### src/rtl/mos_pkg.sv
// ----------------------------------------------------------------------------
// mos_pkg
// shared types, codes and sizes of the minimum-overlap shift search
// ----------------------------------------------------------------------------
package mos_pkg;

    localparam int KEYS_DEF    = 88;  // default vector length
    localparam int OP_W        = 2;   // op field width
    localparam int KEY_W       = 7;   // key_index field width
    localparam int SHIFT_W     = 8;   // transpose width, two's complement
    localparam int LANE_W      = 16;  // bits counted per first-stage lane
    localparam int IN_TDATA_W  = 8;   // key_index padded to bytes
    localparam int IN_TUSER_W  = 2;   // op
    localparam int OUT_TDATA_W = 16;  // transpose, locked, padded to bytes

    typedef enum logic [OP_W-1:0] {
        OP_TOGGLE_A = 2'd0,
        OP_TOGGLE_B = 2'd1,
        OP_OPTIMISE = 2'd2,
        OP_CLEAR    = 2'd3
    } t_op;

    typedef enum logic [2:0] {
        ST_IDLE,
        ST_DOWN,
        ST_UP,
        ST_DRAIN,
        ST_COMMIT,
        ST_RESP
    } t_state;

    // controller to datapath
    typedef struct packed {
        logic toggle_a;    // flip one pattern mark
        logic toggle_b;    // flip one blocked mark
        logic clear;       // empty both vectors, drop lock and shift
        logic start;       // load work vector with pattern, shift 0
        logic eval;        // count overlap of work vector this cycle
        logic shift_dn;    // move work vector one place down
        logic restart_up;  // reload work vector with pattern one place up
        logic shift_up;    // move work vector one place up
        logic commit;      // apply best shift and lock
    } t_dp_cmd;

    // datapath to controller
    typedef struct packed {
        logic a_empty;     // no pattern mark set
        logic a_top;       // pattern mark set at the top position
        logic locked;      // edits blocked
        logic w_low;       // work vector has its lowest bit set
        logic w_top;       // work vector has its top bit set
    } t_dp_stat;

endpackage

### src/rtl/mos_dp.sv
// ----------------------------------------------------------------------------
// mos_dp
// mark vectors, shifted work vector, two-stage overlap count and best pick
// ----------------------------------------------------------------------------
module mos_dp #(
    parameter int KEYS = mos_pkg::KEYS_DEF
) (
    input  logic                              i_clk,
    input  logic                              i_rst_n,
    input  mos_pkg::t_dp_cmd                  i_cmd,
    input  logic [mos_pkg::KEY_W-1:0]         i_key_pos,
    output mos_pkg::t_dp_stat                 o_stat,
    output logic signed [mos_pkg::SHIFT_W-1:0] o_transpose,
    output logic                              o_locked
);

    localparam int LANES = (KEYS + mos_pkg::LANE_W - 1) / mos_pkg::LANE_W;
    localparam int PADW  = LANES * mos_pkg::LANE_W;
    localparam int CW    = $clog2(KEYS + 1);
    localparam int LCW   = $clog2(mos_pkg::LANE_W + 1);
    localparam int KIW   = mos_pkg::KEY_W + 1;
    localparam int SW    = mos_pkg::SHIFT_W;

    function automatic logic [SW-1:0] f_abs(input logic signed [SW-1:0] v);
        return v[SW-1] ? SW'(-v) : SW'(v);
    endfunction

    logic [KEYS-1:0]        r_a;
    logic [KEYS-1:0]        r_b;
    logic signed [SW-1:0]   r_best_shift;
    logic                   r_locked;
    logic [KEYS-1:0]        r_w;
    logic signed [SW-1:0]   r_s;
    logic                   r_p_valid;
    logic [LCW-1:0]         r_p_cnt [LANES];
    logic signed [SW-1:0]   r_p_s;
    logic [KEYS-1:0]        r_p_vec;
    logic                   r_have;
    logic [CW-1:0]          r_cand_ov;
    logic signed [SW-1:0]   r_cand_s;
    logic [KEYS-1:0]        r_cand_vec;

    logic [KEYS-1:0]        w_mask;
    logic [PADW-1:0]        w_and_pad;
    logic [LCW-1:0]         w_lane_cnt [LANES];
    logic [CW-1:0]          w_total;
    logic [SW-1:0]          w_p_abs;
    logic [SW-1:0]          w_c_abs;
    logic                   w_better;

    // one-hot of the key; an index beyond the vector selects nothing
    always_comb begin
        for (int i = 0; i < KEYS; i++) begin
            w_mask[i] = ({1'b0, i_key_pos} == KIW'(i));
        end
    end

    // first stage: per-lane popcount of work AND blocked
    assign w_and_pad = PADW'(r_w & r_b);

    always_comb begin
        for (int l = 0; l < LANES; l++) begin
            w_lane_cnt[l] = '0;
            for (int j = 0; j < mos_pkg::LANE_W; j++) begin
                w_lane_cnt[l] = w_lane_cnt[l] + LCW'(w_and_pad[l*mos_pkg::LANE_W + j]);
            end
        end
    end

    // second stage: lane sum and candidate compare
    always_comb begin
        w_total = '0;
        for (int l = 0; l < LANES; l++) begin
            w_total = w_total + CW'(r_p_cnt[l]);
        end
    end

    assign w_p_abs  = f_abs(r_p_s);
    assign w_c_abs  = f_abs(r_cand_s);
    assign w_better = !r_have || (w_total < r_cand_ov) ||
                      ((w_total == r_cand_ov) &&
                       ((w_p_abs < w_c_abs) || ((w_p_abs == w_c_abs) && (r_p_s < r_cand_s))));

    // architectural state
    always_ff @(posedge i_clk) begin
        if (!i_rst_n) begin
            r_a          <= '0;
            r_b          <= '0;
            r_best_shift <= '0;
            r_locked     <= 1'b0;
            r_p_valid    <= 1'b0;
        end else begin
            r_p_valid <= i_cmd.eval;
            if (i_cmd.clear) begin
                r_a          <= '0;
                r_b          <= '0;
                r_best_shift <= '0;
                r_locked     <= 1'b0;
            end else if (i_cmd.commit) begin
                r_a          <= r_cand_vec;
                r_best_shift <= r_cand_s;
                r_locked     <= 1'b1;
            end else begin
                if (i_cmd.toggle_a && !r_locked) begin
                    r_a <= r_a ^ w_mask;
                end
                if (i_cmd.toggle_b && !r_locked) begin
                    r_b <= r_b ^ w_mask;
                end
            end
        end
    end

    // search datapath
    always_ff @(posedge i_clk) begin
        if (i_cmd.start) begin
            r_w    <= r_a;
            r_s    <= '0;
            r_have <= 1'b0;
        end else if (i_cmd.shift_dn) begin
            r_w <= r_w >> 1;
            r_s <= r_s - SW'(1);
        end else if (i_cmd.restart_up) begin
            r_w <= r_a << 1;
            r_s <= SW'(1);
        end else if (i_cmd.shift_up) begin
            r_w <= r_w << 1;
            r_s <= r_s + SW'(1);
        end
        if (i_cmd.eval) begin
            r_p_cnt <= w_lane_cnt;
            r_p_s   <= r_s;
            r_p_vec <= r_w;
        end
        if (r_p_valid && w_better) begin
            r_have     <= 1'b1;
            r_cand_ov  <= w_total;
            r_cand_s   <= r_p_s;
            r_cand_vec <= r_p_vec;
        end
    end

    assign o_stat.a_empty = ~|r_a;
    assign o_stat.a_top   = r_a[KEYS-1];
    assign o_stat.locked  = r_locked;
    assign o_stat.w_low   = r_w[0];
    assign o_stat.w_top   = r_w[KEYS-1];
    assign o_transpose    = r_best_shift;
    assign o_locked       = r_locked;

endmodule

### src/rtl/mos_ctrl.sv
// ----------------------------------------------------------------------------
// mos_ctrl
// sequencer: request decode, downward and upward shift sweep, commit, response
// ----------------------------------------------------------------------------
module mos_ctrl (
    input  logic                       i_clk,
    input  logic                       i_rst_n,
    input  logic                       i_in_valid,
    output logic                       o_in_ready,
    input  logic [mos_pkg::OP_W-1:0]   i_op,
    input  mos_pkg::t_dp_stat          i_stat,
    output mos_pkg::t_dp_cmd           o_cmd,
    input  logic                       i_out_free,
    output logic                       o_load_out
);

    mos_pkg::t_state r_state;
    mos_pkg::t_state n_state;

    always_ff @(posedge i_clk) begin
        if (!i_rst_n) begin
            r_state <= mos_pkg::ST_IDLE;
        end else begin
            r_state <= n_state;
        end
    end

    always_comb begin
        n_state    = r_state;
        o_cmd      = '0;
        o_in_ready = 1'b0;
        o_load_out = 1'b0;
        case (r_state)
            mos_pkg::ST_IDLE: begin
                o_in_ready = 1'b1;
                if (i_in_valid) begin
                    n_state = mos_pkg::ST_RESP;
                    case (mos_pkg::t_op'(i_op))
                        mos_pkg::OP_TOGGLE_A: o_cmd.toggle_a = 1'b1;
                        mos_pkg::OP_TOGGLE_B: o_cmd.toggle_b = 1'b1;
                        mos_pkg::OP_CLEAR:    o_cmd.clear    = 1'b1;
                        mos_pkg::OP_OPTIMISE: begin
                            if (!i_stat.locked && !i_stat.a_empty) begin
                                o_cmd.start = 1'b1;
                                n_state     = mos_pkg::ST_DOWN;
                            end
                        end
                        default: n_state = mos_pkg::ST_RESP;
                    endcase
                end
            end
            mos_pkg::ST_DOWN: begin
                o_cmd.eval = 1'b1;
                if (i_stat.w_low) begin
                    if (i_stat.a_top) begin
                        n_state = mos_pkg::ST_DRAIN;
                    end else begin
                        o_cmd.restart_up = 1'b1;
                        n_state          = mos_pkg::ST_UP;
                    end
                end else begin
                    o_cmd.shift_dn = 1'b1;
                end
            end
            mos_pkg::ST_UP: begin
                o_cmd.eval = 1'b1;
                if (i_stat.w_top) begin
                    n_state = mos_pkg::ST_DRAIN;
                end else begin
                    o_cmd.shift_up = 1'b1;
                end
            end
            mos_pkg::ST_DRAIN: begin
                n_state = mos_pkg::ST_COMMIT;
            end
            mos_pkg::ST_COMMIT: begin
                o_cmd.commit = 1'b1;
                n_state      = mos_pkg::ST_RESP;
            end
            mos_pkg::ST_RESP: begin
                if (i_out_free) begin
                    o_load_out = 1'b1;
                    n_state    = mos_pkg::ST_IDLE;
                end
            end
            default: n_state = mos_pkg::ST_IDLE;
        endcase
    end

endmodule

### src/rtl/min_overlap_shift_search.sv
// ----------------------------------------------------------------------------
// min_overlap_shift_search
// keeps a pattern and a blocked mark vector and moves the pattern to the shift
// with the least overlap on request
// ----------------------------------------------------------------------------
// Each request carries an op in tuser and a key position in tdata. Toggles flip
// one pattern or blocked mark (ignored while locked or for an index past the
// vector), clear empties everything and drops the lock, and optimise tries
// every shift that keeps the pattern inside the vector, takes the one with the
// least overlap (ties: smallest magnitude, then most negative), moves the
// pattern there and locks. Every request gives one response with the stored
// shift and the lock flag. Toggles, clear and an optimise that does nothing
// go straight to the response state. In a real optimise, with lo and hi the
// lowest and highest pattern marks, the work vector walks down from shift 0
// to -lo and then, unless hi is already the top, up from +1 to the top, one
// shift per cycle through a two-stage popcount (lane counts, then lane sum
// and best-candidate compare), followed by the drain, commit and response
// states. A request is taken only while the sequencer is idle; the response
// register lets the next request in while a response still waits on the
// master side.
// ----------------------------------------------------------------------------
module min_overlap_shift_search #(
    parameter int KEYS = mos_pkg::KEYS_DEF
) (
    input  logic                               i_clk,
    input  logic                               i_rst_n,
    // request side
    input  logic                               i_s_tvalid,
    output logic                               o_s_tready,
    input  logic [mos_pkg::IN_TDATA_W-1:0]     i_s_tdata,   // [6:0] key_pos, [7] zero
    input  logic [mos_pkg::IN_TUSER_W-1:0]     i_s_tuser,   // [1:0] op
    // response side
    output logic                               o_m_tvalid,
    input  logic                               i_m_tready,
    output logic [mos_pkg::OUT_TDATA_W-1:0]    o_m_tdata    // [7:0] transpose, [8] locked, rest zero
);

    localparam int SW = mos_pkg::SHIFT_W;

    mos_pkg::t_dp_cmd          w_cmd;
    mos_pkg::t_dp_stat         w_stat;
    logic signed [SW-1:0]      w_transpose;
    logic                      w_locked;
    logic                      w_out_free;
    logic                      w_load_out;

    // response register
    logic                      r_out_valid;
    logic [SW-1:0]             r_out_transpose;
    logic                      r_out_locked;

    // slot is free when empty or being taken this cycle
    assign w_out_free = !r_out_valid || i_m_tready;

    mos_ctrl u_ctrl (
        .i_clk      (i_clk),
        .i_rst_n    (i_rst_n),
        .i_in_valid (i_s_tvalid),
        .o_in_ready (o_s_tready),
        .i_op       (i_s_tuser[mos_pkg::OP_W-1:0]),
        .i_stat     (w_stat),
        .o_cmd      (w_cmd),
        .i_out_free (w_out_free),
        .o_load_out (w_load_out)
    );

    mos_dp #(
        .KEYS (KEYS)
    ) u_dp (
        .i_clk       (i_clk),
        .i_rst_n     (i_rst_n),
        .i_cmd       (w_cmd),
        .i_key_pos   (i_s_tdata[mos_pkg::KEY_W-1:0]),
        .o_stat      (w_stat),
        .o_transpose (w_transpose),
        .o_locked    (w_locked)
    );

    // valid flag of the response register
    always_ff @(posedge i_clk) begin
        if (!i_rst_n) begin
            r_out_valid <= 1'b0;
        end else if (w_load_out) begin
            r_out_valid <= 1'b1;
        end else if (i_m_tready) begin
            r_out_valid <= 1'b0;
        end
    end

    // response payload, captured after the request has been applied
    always_ff @(posedge i_clk) begin
        if (w_load_out) begin
            r_out_transpose <= SW'(w_transpose);
            r_out_locked    <= w_locked;
        end
    end

    assign o_m_tvalid = r_out_valid;
    assign o_m_tdata  = mos_pkg::OUT_TDATA_W'({r_out_locked, r_out_transpose});

    // one request at a time: after a request the sequencer is busy
    a_one_at_a_time: assert property (@(posedge i_clk) disable iff (!i_rst_n)
        (i_s_tvalid && o_s_tready) |=> !o_s_tready)
        else $error("request taken while previous one still in progress");

    // an unlocked response always reports a zero shift
    a_shift_needs_lock: assert property (@(posedge i_clk) disable iff (!i_rst_n)
        o_m_tvalid |-> (o_m_tdata[SW] || (o_m_tdata[SW-1:0] == '0)))
        else $error("nonzero shift reported without lock");

    // the lock only drops on an accepted clear request
    a_unlock_by_clear: assert property (@(posedge i_clk) disable iff (!i_rst_n)
        $fell(w_locked) |->
            $past(i_s_tvalid && o_s_tready && (i_s_tuser == mos_pkg::OP_CLEAR)))
        else $error("lock released without clear");

endmodule
### config.mk
export PLATFORM = sky130hd
export DESIGN_NAME = min_overlap_shift_search
export DESIGN_NICKNAME = d
export VERILOG_FILES = /design/src/rtl/mos_pkg.sv /design/src/rtl/mos_dp.sv /design/src/rtl/mos_ctrl.sv /design/src/rtl/min_overlap_shift_search.sv
export SDC_FILE = /design/constraint.sdc
export NUM_CORES = 1
export LEC_CHECK = 0
export BUFFER_PORTS_ARGS = -buffer_cell sky130_fd_sc_hd__buf_2
export CAP_MARGIN = 20
export CORE_MARGIN = 3
export CORE_UTILIZATION = 50
export DETAILED_ROUTE_END_ITERATION = 16
export PLACE_DENSITY = 0.66
export SYNTH_ARGS = -nofsm -noshare
export SYNTH_HDL_FRONTEND = slang
export SYNTH_SLANG_ARGS = --single-unit
### constraint.sdc
create_clock -name i_clk -period 20.6 [get_ports i_clk]
set_input_delay 3.09 -clock i_clk [delete_from_list [all_inputs] [get_ports i_clk]]
set_output_delay 3.09 -clock i_clk [all_outputs]
set_load 0.02 [all_outputs]
**After elaboration in Yosys (flattened, before gate mapping)**

Cells that the tools add are included.

- Bits in registers: 525
- Latch bits: 0
- RAM bits: 0
- ROM bits: 0
- Input bits: 14
- Output and inout port bits: 18
- Word-level logic and storage cells: 295
- Memories: 0

- Add/sub/neg operators: 99
- $mul: 0
- Divide/modulo/power cells: 0
- Order comparisons: 3
- Eq/ne operators: 101
- Shift-type cells: 0
- Multiplexer cells: 39
- Bitwise operators: 5
- Reduce and logical (&&, ||, !) cells: 25

Operator list:

| kind | number |
|---|---|
| 88-bit two-way mux | 6 |
| 5-bit by 1-bit adder with 5-bit output | 76 |
| 7-bit by 6-bit equality test with 1-bit output, second input constant | 32 |
| 88-bit bitwise XOR | 2 |
| 7-bit equality test, second input constant | 24 |
| 7-bit by 5-bit equality test with 1-bit output, second input constant | 16 |
| 88-bit AND | 1 |
| 88-bit OR reduction | 1 |
| 7-bit by 4-bit equality test with 1-bit output, second input constant | 8 |
| 5-bit by 1-bit adder with 5-bit output, second input constant | 8 |
| 8-bit two-way mux | 5 |
| 7-bit by 5-bit adder with 7-bit output | 4 |
| 7-bit by 3-bit equality test with 1-bit output, second input constant | 4 |
| 1-bit two-way mux | 18 |
| 3-bit two-way mux | 6 |
| 3-bit one-hot mux with 6 select lines | 1 |
| 8-bit < comparator | 2 |
| 8-bit negation | 2 |
| 7-bit by 2-bit equality test with 1-bit output, second input constant | 2 |
| 1-bit by 1-bit adder with 2-bit output | 6 |
| 8-bit by 2-bit adder with 8-bit output, second input constant | 1 |
| 8-bit equality test | 1 |
| 4-bit two-way mux | 2 |
| 8-bit by 2-bit subtractor with 8-bit output, second input constant | 1 |
| other kinds (25) | 43 |

**Depth between registers and ports, before layout**

- Depth after elaboration: 16
- Mapped depth: 22
- Gate-level depth less buffers: 22

**Hierarchy**

From an unflattened synthesis, not the netlist that was laid out.

- Cells, all modules: 2384
- Area total of the unflattened synthesis: 25876.1 µm²

Modules (own cells, without submodules):

| module | instances | cells an instance | area each (µm²) | sequential area each (µm²) |
|---|---|---|---|---|
| mos_dp | 1 | 2321 | 25197.9 | 13392.8 |
| min_overlap_shift_search | 1 | 22 | 382.9 | 290.3 |
| mos_ctrl | 1 | 41 | 295.3 | 60.1 |

**Worst setup path after synthesis**

No wires, ideal clock.

- Kind: reg-to-reg
- Start point: register u_dp.r_p_cnt[20] in the netlist's numbering
- End point: register u_dp.r_cand_ov[0], enable pin
- Library setup time: 1.209 ns
- Data arrival time: 6.919 ns
- Required time: 19.391 ns
- Path slack: 12.473 ns
- Stages on the path, launching flop included: 21
- Path buffers: 0
- Period minus slack after synthesis: 8.127 ns
- Path through: edfxtp_1 ha_1 inv_1 fa_1 xor2_1 fa_1 inv_1 fa_1 fa_1 ha_1 a21o_1 a21oi_1 o21bai_1 a21oi_1 xnor2_1 ha_1 and3_1 nand4_1 nor3_1 a32oi_1 nand3_1

- Longest elaborated chain between the ends: 9
- Elaborated cells between the ends (all ways): 11
- Classes of those cells: 5 x add/sub; 1 x order compare; 1 x eq/ne; 4 x reduce/logical

RTL lines:

| item | line | RTL |
|---|---|---|
| start: declaration | mos_dp.sv:35 | `logic [LCW-1:0] r_p_cnt [LANES];` |
| start signal: assignment | mos_dp.sv:131 | `r_p_cnt <= w_lane_cnt;` |
| 5-bit by 5-bit adder with 6-bit output * | mos_dp.sv:74 | `w_total = w_total + CW'(r_p_cnt[l]);` |
| 7-bit by 5-bit adder with 7-bit output * (4 in a row) | mos_dp.sv:74 |  |
| net u_dp.w_total[6] | mos_dp.sv:46 | `logic [CW-1:0] w_total;` |
| 7-bit < comparator or 7-bit equality test (tied branches) | mos_dp.sv:80, mos_dp.sv:81 |  |
| 1-bit logical OR or 1-bit logical AND (tied branches) | mos_dp.sv:80, mos_dp.sv:81 |  |
| 1-bit logical OR * | mos_dp.sv:80 | `assign w_better = !r_have \|\| (w_total < r_cand_ov) \|\|` |
| 1-bit logical AND * | mos_dp.sv:135 | `if (r_p_valid && w_better) begin` |
| end signal: assignment | mos_dp.sv:137 | `r_cand_ov <= w_total;` |
| end: declaration | mos_dp.sv:39 | `logic [CW-1:0] r_cand_ov;` |

Mark *: on every way through the listed nets, which the timed path passes. The rest lies on a longest branch.
A chain may end at the register's enable or synchronous reset.

**Worst setup path after layout**

- Start point: register u_dp.r_p_cnt[25] in the netlist's numbering
- End point: register u_dp.r_cand_vec[53], enable pin

- Longest elaborated chain between the ends: 9
- Elaborated cells between the ends (all ways): 11
- Classes of those cells: 5 x add/sub; 1 x order compare; 1 x eq/ne; 4 x reduce/logical

RTL lines:

| item | line | RTL |
|---|---|---|
| 5-bit by 5-bit adder with 6-bit output * | mos_dp.sv:74 |  |
| 7-bit by 5-bit adder with 7-bit output * (4 in a row) | mos_dp.sv:74 |  |
| net u_dp.w_total[5] | mos_dp.sv:46 |  |
| 7-bit < comparator or 7-bit equality test (tied branches) | mos_dp.sv:80, mos_dp.sv:81 |  |
| 1-bit logical OR or 1-bit logical AND (tied branches) | mos_dp.sv:80, mos_dp.sv:81 |  |
| 1-bit logical OR * | mos_dp.sv:80 |  |
| 1-bit logical AND * | mos_dp.sv:135 |  |
| end signal: assignment | mos_dp.sv:139 | `r_cand_vec <= r_p_vec;` |
| end: declaration | mos_dp.sv:41 | `logic [KEYS-1:0] r_cand_vec;` |

Marks and branches as above.

==> impl_metrics.ini <==
[detailed_routing]
first_pass_iters = 5
num_vias = 18876
postRouteAntennaNets = 0
finalWirelength_um = 69700
first_iter_violations = 1915
via_per_inst = 6.02
wl_per_cell_um = 22.3
drc = 0

[place]
place_hpwl_um = 43500
routabilityCongestion = 0.890
port_buffers = 23
place_area_mm2 = 0.0264

[clock_tree]
cts_setup_buffers = 0
ctsHoldBuffers = 0
numCtsBuffers = 54
clkLatencyLatePin_ps = 610
cts_tree = yes
clk_pin_slew_ps = 60
cts_sinks = 524
clk_path_buf_depth = 3
post_cts_resized = 0
htree_levels = 2
root_buffer = clkbuf_16

[critical_path]
required_ps = 20830
critPathMaxFanout = 53
cp_data_arrival_time_ps = 7330
critPathLaunchType = flop
end_kind = flop
cp-startpoint = u_dp.r_p_cnt[25]$_DFFE_PP_
r2r_start = u_dp.r_p_cnt[25]$_DFFE_PP_
path_class = reg -> reg

[yosys]
synth_cell_type_count = 57
netlist.top_cell.by_area = edfxtp_1
synth.yosys.seq_area_share = 0.534
syn_area_per_cell_um2 = 10.5
ys.flop_type = edfxtp_1
synth_top_area_share = 0.379
async_reset_ff_frac = 0
yosysWarningCount = 0
synth_cells = 2460
synth_area_leaders = edfxtp_1 (38%), dfxtp_1 (15%), fa_1 (5.4%)
synth_edf_count = 325
synth-seq-cells = 524
syn_area_mm2 = 0.0257

[final_layout]
design_area_mm2 = 0.0282
final_core_util = 0.558
fin_nets = 2563
multiInputGateArea_mm2 = 0.0111
area_growth_pct = 9.49
n_fill_cell = 4338
area.sequential_mm2 = 0.0137
drive_gt1_frac = 0.0569

[timing]
timing.final.crit_share = 0.345
finalSetupViolations = 0
maxSlewViolCount = 0
worst_pin_slew_ps = 1140
min_period_ps = 7110
rsz0062_at_grt = no
hold_viol_final = 0
timing.slew.headroom = 0.243
fmax_mhz = 141
clock_skew_ps = 32.3
tns_ps = 0

[floorplanning]
row_count = 82
ios = 32
die_x_um = 233
die_h_um = 233
initial_core_util = 0.510
dieArea_mm2 = 0.0542
fp.coreArea_mm2 = 0.0505

[global_routing]
grt_pass1_vias = 18500
grt_use_total = 0.259
grt_remaining_overflow = 0
grt_pass1_wl_um = 109000
antenna_found_initial = 6
grt_max_degree = 110

[flow_run]
drv_cap = 0

[worst_hold_path]
holdCritStartpoint = u_dp.r_p_vec[0]$_DFFE_PP_
hold_path_class = reg -> reg

[power]
finalPower_mw = 4.90
p_leak_nw = 9.81
irDropWorstVdd_mv = 0.191
p_per_area_mw_per_mm2 = 174

[status]
status = complete, no violations
==> flip-flops by register name (all words and copies together), names as in the netlist <==
name / flops
u_dp.r_p_valid: 1
u_dp.r_p_s: 8
r_out_locked: 1
u_ctrl.r_state: 3
u_dp.r_a: 88
u_dp.r_p_cnt: 29
r_out_transpose: 8
o_m_tvalid: 1
u_dp.r_s: 8
u_dp.r_b: 88
u_dp.r_cand_vec: 88
u_dp.r_w: 88
u_dp.r_cand_ov: 7
u_dp.o_transpose: 8
u_dp.r_have: 1
u_dp.r_cand_s: 8
u_dp.o_locked: 1
u_dp.r_p_vec: 88
==> layout by cell type (no fill, tap or decap), drive strengths merged, types with 12 or more instances in the layout <==
cell type,count
o21ai,246
or3,40
fa,69
clkbuf,85
o22ai,15
o221ai,71
nor4,26
nor2,190
nand3,36
and2,56
xor2,72
inv,103
edfxtp,325
buf,47
nand2,230
ha,67
xnor2,101
a21oi,108
a21o,12
nor3,126
dfxtp,199
nor2b,87
a211oi,59
==> cell type report <==
type | count | share of cell area
Antenna cell | 2 | 0.000178
Clock inverter | 17 | 0.00711
Clock buffer | 85 | 0.0561
Timing Repair Buffer | 47 | 0.0117
Inverter | 101 | 0.0135
Tap cell | 672 | 0.0298
Sequential cell | 524 | 0.488
Multi-Input combinational cell | 1685 | 0.394
==> per-layer routing <==
layer | track usage | up-vias | share of wire
met3 | 0.0420 | 149 | 0.077
met1 | 0.364 | 9304 | 0.43
met4 | 0.100 | 6 | 0.037
met5 | 0 | - | 0.00070
met2 | 0.405 | 773 | 0.45
li1 | - | 8644 | -
==> synthesized netlist by cell type, types with 2 or more instances <==
| master | number |
|---|---|
| nand2_1 | 230 |
| nor4_1 | 26 |
| nor3_1 | 125 |
| o21bai_1 | 2 |
| a211oi_1 | 59 |
| o22ai_1 | 15 |
| and3_1 | 5 |
| mux2i_1 | 3 |
| a221oi_1 | 3 |
| o221ai_1 | 71 |
| edfxtp_1 | 325 |
| xnor2_1 | 101 |
| nor2b_1 | 87 |
| nand4_1 | 11 |
| o21ai_0 | 245 |
| or3_1 | 40 |
| a22o_1 | 2 |
| a31oi_1 | 2 |
| clkbuf_1 | 142 |
| xor2_1 | 72 |
| or4b_1 | 2 |
| ha_1 | 67 |
| a21oi_1 | 108 |
| o31ai_1 | 3 |
| fa_1 | 69 |
| buf_1 | 5 |
| a21o_1 | 12 |
| nor4b_1 | 2 |
| o211ai_1 | 4 |
| buf_4 | 8 |
| and2_1 | 56 |
| nor2_1 | 190 |
| nand3_1 | 36 |
| nand2b_1 | 11 |
| inv_1 | 101 |
| dfxtp_1 | 199 |
==> through the flow <==
stage / setup WS (ps) / hold slack, ps / cells
final: 13490 / 414 / 3133
after global routing: 13130 / 421 / 3131
after CTS: 13440 / 418 / 3130
after detailed placement: 13440 / 405 / 3028
after global placement: 13580 / 400 / 3025
after floorplan: 12470 / 400 / 2466
==> path summary, 6_finish.rpt <==
| kind | end | depth (start not counted) | slack (ps) |
|---|---|---|---|
| worst max register to register | u_dp.r_cand_vec[53]$_DFFE_PP_ | 22 | 13490 |
| worst min-delay path | u_dp.r_cand_vec[0]$_DFFE_PP_ | 0 | 410 |
| worst max-delay path | u_dp.r_cand_vec[53]$_DFFE_PP_ | 22 | 13490 |
| worst min register to register | u_dp.r_cand_vec[0]$_DFFE_PP_ | 0 | 410 |
==> critical path: stages, from the launching register on <==
cell      delay, ps
edfxtp_1        390
ha_1            210
inv_1            80
fa_1            480
fa_1            570
inv_1            60
fa_1            530
inv_1            60
fa_1            560
inv_1            50
ha_1            230
fa_1            420
a21oi_1         150
nor2_1           50
nor2_1          110
xnor2_1         120
ha_1            310
and3_1          180
nand4_1         170
nor3_1          290
a32oi_1         180
nand3_4         690
buf_4           780
==> power breakdown <==
group / switching [mW] / total, mW / internal (mW)
clock: 0.409 / 0.985 / 0.576
sequential: 0.369 / 2.13 / 1.76
combinational: 1.13 / 1.78 / 0.649
==> cells by family after synthesis <==
family          Yosys count  share of synthesized area
simple gates            830                      0.155
other cells               1                   0.000146
compound gates          534                      0.125
mux                       5                    0.00204
buf+inv                 257                     0.0387
fa+ha+maj               136                     0.0863
xor+xnor                173                     0.0589
flops                   524                      0.534
Power figures use the tool's default switching activity.
